[config.mk]
export PLATFORM = sky130hd
export DESIGN_NAME = onr_ram
export DESIGN_NICKNAME = d
export VERILOG_FILES = /design/src/rtl/core/onr_ram.sv
export SDC_FILE = /design/constraint.sdc
export NUM_CORES = 1
export LEC_CHECK = 0
export BUFFER_PORTS_ARGS = -buffer_cell sky130_fd_sc_hd__buf_2
export CORE_UTILIZATION = 45
export CTS_BUF_LIST = sky130_fd_sc_hd__clkbuf_4 sky130_fd_sc_hd__clkbuf_8
export CTS_CLUSTER_DIAMETER = 30
export DETAILED_ROUTE_END_ITERATION = 8
export PLACE_DENSITY_LB_ADDON = 0.3
export SLEW_MARGIN = 0
export SYNTH_ARGS = -nofsm -noshare
export SYNTH_HDL_FRONTEND = slang
export SYNTH_SLANG_ARGS = --single-unit
[constraint.sdc]
create_clock -name clock -period 2 [get_ports clock]
set_input_delay 0.1 -clock clock [delete_from_list [all_inputs] [get_ports clock]]
set_output_delay 0.1 -clock clock [all_outputs]
set_load 0.01 [all_outputs]
[src/rtl/core/onr_ram.sv]
// Generic single-write, single-read RAM with registered read data.
module onr_ram #(
   parameter int WIDTH = 8,
   parameter int DEPTH = 64
) (
   input  logic                     clock,
   input  logic                     wr_en,
   input  logic [$clog2(DEPTH)-1:0] wr_addr,
   input  logic [WIDTH-1:0]         wr_data,
   input  logic [$clog2(DEPTH)-1:0] rd_addr,
   output logic [WIDTH-1:0]         rd_data
);

   logic [WIDTH-1:0] mem_ff [DEPTH];
   logic [WIDTH-1:0] rd_data_ff;

   always_ff @(posedge clock) begin
      if (wr_en) begin
         mem_ff[wr_addr] <= wr_data;
      end
      rd_data_ff <= mem_ff[rd_addr];
   end

   assign rd_data = rd_data_ff;

endmodule

* Word-level counts from Yosys, hierarchy flattened
Memory sizes are Yosys's and may differ from the RTL's. A register that Yosys moved wholly into a read port is not among the register bits.
Cells that the tools add are included.
** Storage, ports and cells
- Word-level logic and storage cells :: 3
- Input port bits :: 22
- RAM bits :: 512
- Output and inout port bits :: 8
- Register bits :: 0
- Memories :: 1
** Memory list
- mem_ff :: depth 64, bits a word 8, read ports 1, clocked after Yosys merged registers in 1, wr ports 1, RTL line 14 : logic [WIDTH-1:0] mem_ff [DEPTH];
** Cells by class
- Muxes and demuxes :: 2
** Operator list (count)
- $mux W1 :: 2

* Longest topological paths before layout
- Depth in word-level cells :: 2
- Mapped depth :: 9
- Gate-level depth less buffers :: 5

* Worst setup path before layout
No wires, ideal clock.
- Path kind :: input port to flip-flop
- From :: input rd_addr[1]
- To :: register rd_data_ff[3], in the netlist rd_data[3], read port of mem_ff
- Setup time :: 0.128 ns
- Buffers on the path :: 3
- Required time :: 1.872 ns
- Arrival :: 1.640 ns
- Setup slack :: 0.232 ns
- Stages on the path :: 7
- Cells stage by stage :: buf_4 -> buf_2 -> buf_2 -> mux4_2 -> mux4_2 -> o21ai_1 -> o41ai_1
** RTL lines
- start, declared :: RTL line 10 : input logic [$clog2(DEPTH)-1:0] rd_addr,
- end, declared :: RTL line 15 : logic [WIDTH-1:0] rd_data_ff;

==> impl_metrics.env <==
export IMPL_status="finished clean"
export IMPL_cap_viol_max_count=0
export IMPL_crit_type="reg2reg"
export IMPL_power_density_nw_per_um2=1020
export IMPL_yosysSeqAreaShare_pct=77.0
export IMPL_fin_nets=1197
export IMPL_tightest_slew_ps=718
export IMPL_synthCells=940
export IMPL_finalSetupViolations=0
export IMPL_gp_congestion=0.863
export IMPL_num_io_pins=30
export IMPL_setup_tns_final_ps=0
export IMPL_cts_setup_buffers=0
export IMPL_grt_pass1_vias=10500
export IMPL_hold_depth=1
export IMPL_wl_mm=45.9
export IMPL_fp_coreArea_um2=44200
export IMPL_min_period_ps=1910
export IMPL_htreeDepth=3
export IMPL_placed_cell_area_um2=22100
export IMPL_rr_worst_depth=6
export IMPL_setup_ws_ps=88.7
export IMPL_cts_sinks=520
export IMPL_worstPathArrival_ps=2430
export IMPL_synthesis_nets=962
export IMPL_grt_max_degree=65
export IMPL_syn2layout_area_growth_pct=20.8
export IMPL_critPathRequiredTime_ps=2520
export IMPL_antenna_found_initial=0
export IMPL_wl_per_cell_um=24.8
export IMPL_cts_buffer_depth=3
export IMPL_start_util_pct=45.6
export IMPL_leakage_uw=0.00805
export IMPL_ant_nets=0
export IMPL_cts_inserted_buffers=98
export IMPL_clock_skew_ps=21.0
export IMPL_fp_dieH_um=214
export IMPL_viasPerCell=5.62
export IMPL_die_x_um=214
export IMPL_dr_pass1_iters=5
export IMPL_num_rows=77
export IMPL_clk_latency_ps=650
export IMPL_critPathLaunchType="register"
export IMPL_ys_ff_latch=520
export IMPL_hold_slack_ps=37.8
export IMPL_rsz0062_at_grt="no"
export IMPL_drive_gt1_share_pct=39.1
export IMPL_cp_end_kind="register"
export IMPL_synth_cell_types=40
export IMPL_drt_iter0_drc=1007
export IMPL_finalCritPeriodShare_pct=95.6
export IMPL_drc=0
export IMPL_grt_first_pass_wirelength_mm=67.5
export IMPL_yosysWarnings=0
export IMPL_clkTransAtPathRegs_ps=60
export IMPL_hold_violations=0
export IMPL_place_hpwl_mm=29.8
export IMPL_syn_area_um2=20200
export IMPL_vdd_ir_drop_worst_mv=0.550
export IMPL_die_area_um2=45700
export IMPL_fillers=3353
export IMPL_vias=10400
export IMPL_grt_overflow_total=0
export IMPL_holdCritPathClass="in2reg"
export IMPL_max_freq_mhz=523
export IMPL_dpl_worst_slack_ps=-191
export IMPL_cts_tree="built"
export IMPL_syn_avg_cell_area_um2=21.5
export IMPL_cts_root_buf="clkbuf_8"
export IMPL_max_slew_margin_pct=52.1
export IMPL_io_buffers=29
export IMPL_crit_fanout=1
export IMPL_grtUsageTotal_pct=20.8
export IMPL_fin_area_um2=24400
export IMPL_final_max_slew_viol_count=0
path summary, 6_finish.rpt:
path | startpoint | endpoint | slack, ps
worst min-delay path | wr_data[4] | mem_ff[18][4] | 40
worst min register to register | mem_ff[31][4] | rd_data[4] | 870
worst max-delay path | mem_ff[16][6] | rd_data[6] | 90
worst max register to register | mem_ff[16][6] | rd_data[6] | 90
per-layer routing:
layer  vias up  track usage [%]  wire length [µm]
met4         0             7.93              1100
met3        63             3.84              2920
li1       4437                -                 -
met5         -                0                 0
met2       405             32.6             22300
met1      5496             29.4             19500
repair_timing:
| action | in CTS | in global routing |
|---|---|---|
| endpoints found under the hold margin | 98 | 0 |
| setup endpoints to repair | 0 | 2 |
| hold buffers | 5 | 0 |
| resized for setup | 0 | 2 |
sequential cells by signal, summed over array words and instances, names as in the netlist:
register  flops
mem_ff      512
rd_data       8
worst max-delay path, cell delays in order, from the launching register on:
cell	delay, ps
edfxtp_1	380
mux4_2	450
mux2_2	280
o221a_2	290
nor3_2	160
buf_4	130
o32ai_1	80
through the flow:
stage | total power, µW | utilization (%) | std cells
after detailed placement | 13600 | 49.9 | 1662
after CTS | 25000 | 55.1 | 1849
after global routing | 25600 | 55.1 | 1849
after floorplan | 13000 | - | 940
final | 24800 | 55.1 | 1851
after global placement | 13600 | 49.9 | 1662
cell usage after synthesis, drive strengths merged:
cell | instances | area [µm²]
mux4 | 126 | 2840
dfxtp | 8 | 160
o221a | 2 | 22.5
o21ai | 4 | 20.0
nand3b | 3 | 22.5
o2111ai | 3 | 26.3
a21oi | 3 | 15.0
mux2i | 23 | 230
o22ai | 8 | 50.1
o2bb2ai | 3 | 26.3
nand4 | 2 | 12.5
a211oi | 4 | 30.0
edfxtp | 512 | 15400
a221oi | 6 | 52.6
nand3 | 13 | 65.1
o311ai | 1 | 8.76
o21a | 2 | 15.0
and2 | 1 | 6.26
mux2 | 13 | 146
o41ai | 2 | 17.5
a22oi | 3 | 22.5
o32ai | 2 | 17.5
or3 | 1 | 6.26
nand4b | 1 | 8.76
nand2b | 7 | 43.8
nor2 | 83 | 312
a31oi | 1 | 6.26
nand2 | 19 | 71.3
clkbuf | 17 | 63.8
nor2b | 14 | 87.6
a2111oi | 2 | 17.5
nor3 | 7 | 35.0
nor4 | 2 | 12.5
o221ai | 8 | 70.1
buf | 34 | 253
placed cells by master (no fill, tap or decap), types with 7 or more instances in the layout:
master,n
edfxtp_1,512
buf_4,140
mux4_2,126
clkbuf_8,101
nor2_1,83
buf_2,26
mux2i_1,23
nand2_1,19
clkbuf_4,16
clkinv_1,15
nor2b_1,14
bufinv_16,14
buf_12,14
mux2_2,13
nand3_1,13
clkinvlp_4,13
clkinv_2,12
o221ai_1,8
o22ai_1,8
dfxtp_1,8
nand2b_1,7
report_power, final:
part	switching (µW)	internal, µW
sequential	41.0	12100
clock	4600	6890
combinational	710	537
area by class of cell:
class	count	area (µm²)	area share, %
Sequential cell	520	15500	63.7
Antenna cell	2	5.00	0.0205
Clock inverter	66	742	3.04
Timing Repair Buffer	186	1530	6.26
Tap cell	592	741	3.04
Multi-Input combinational cell	369	4330	17.7
Clock buffer	116	1500	6.14
logic make-up (layout without fill, tap and decap cells):
family | Yosys count | in the layout | share of synthesized area, %
flops | 520 | 520 | 77.0
mux | 162 | 162 | 15.9
simple gates | 153 | 153 | 3.39
compound gates | 54 | 54 | 2.07
buf+inv | 51 | 368 | 1.57
other cells | 0 | 2 | 0
No activity file was read; power rests on OpenSTA's default activity.
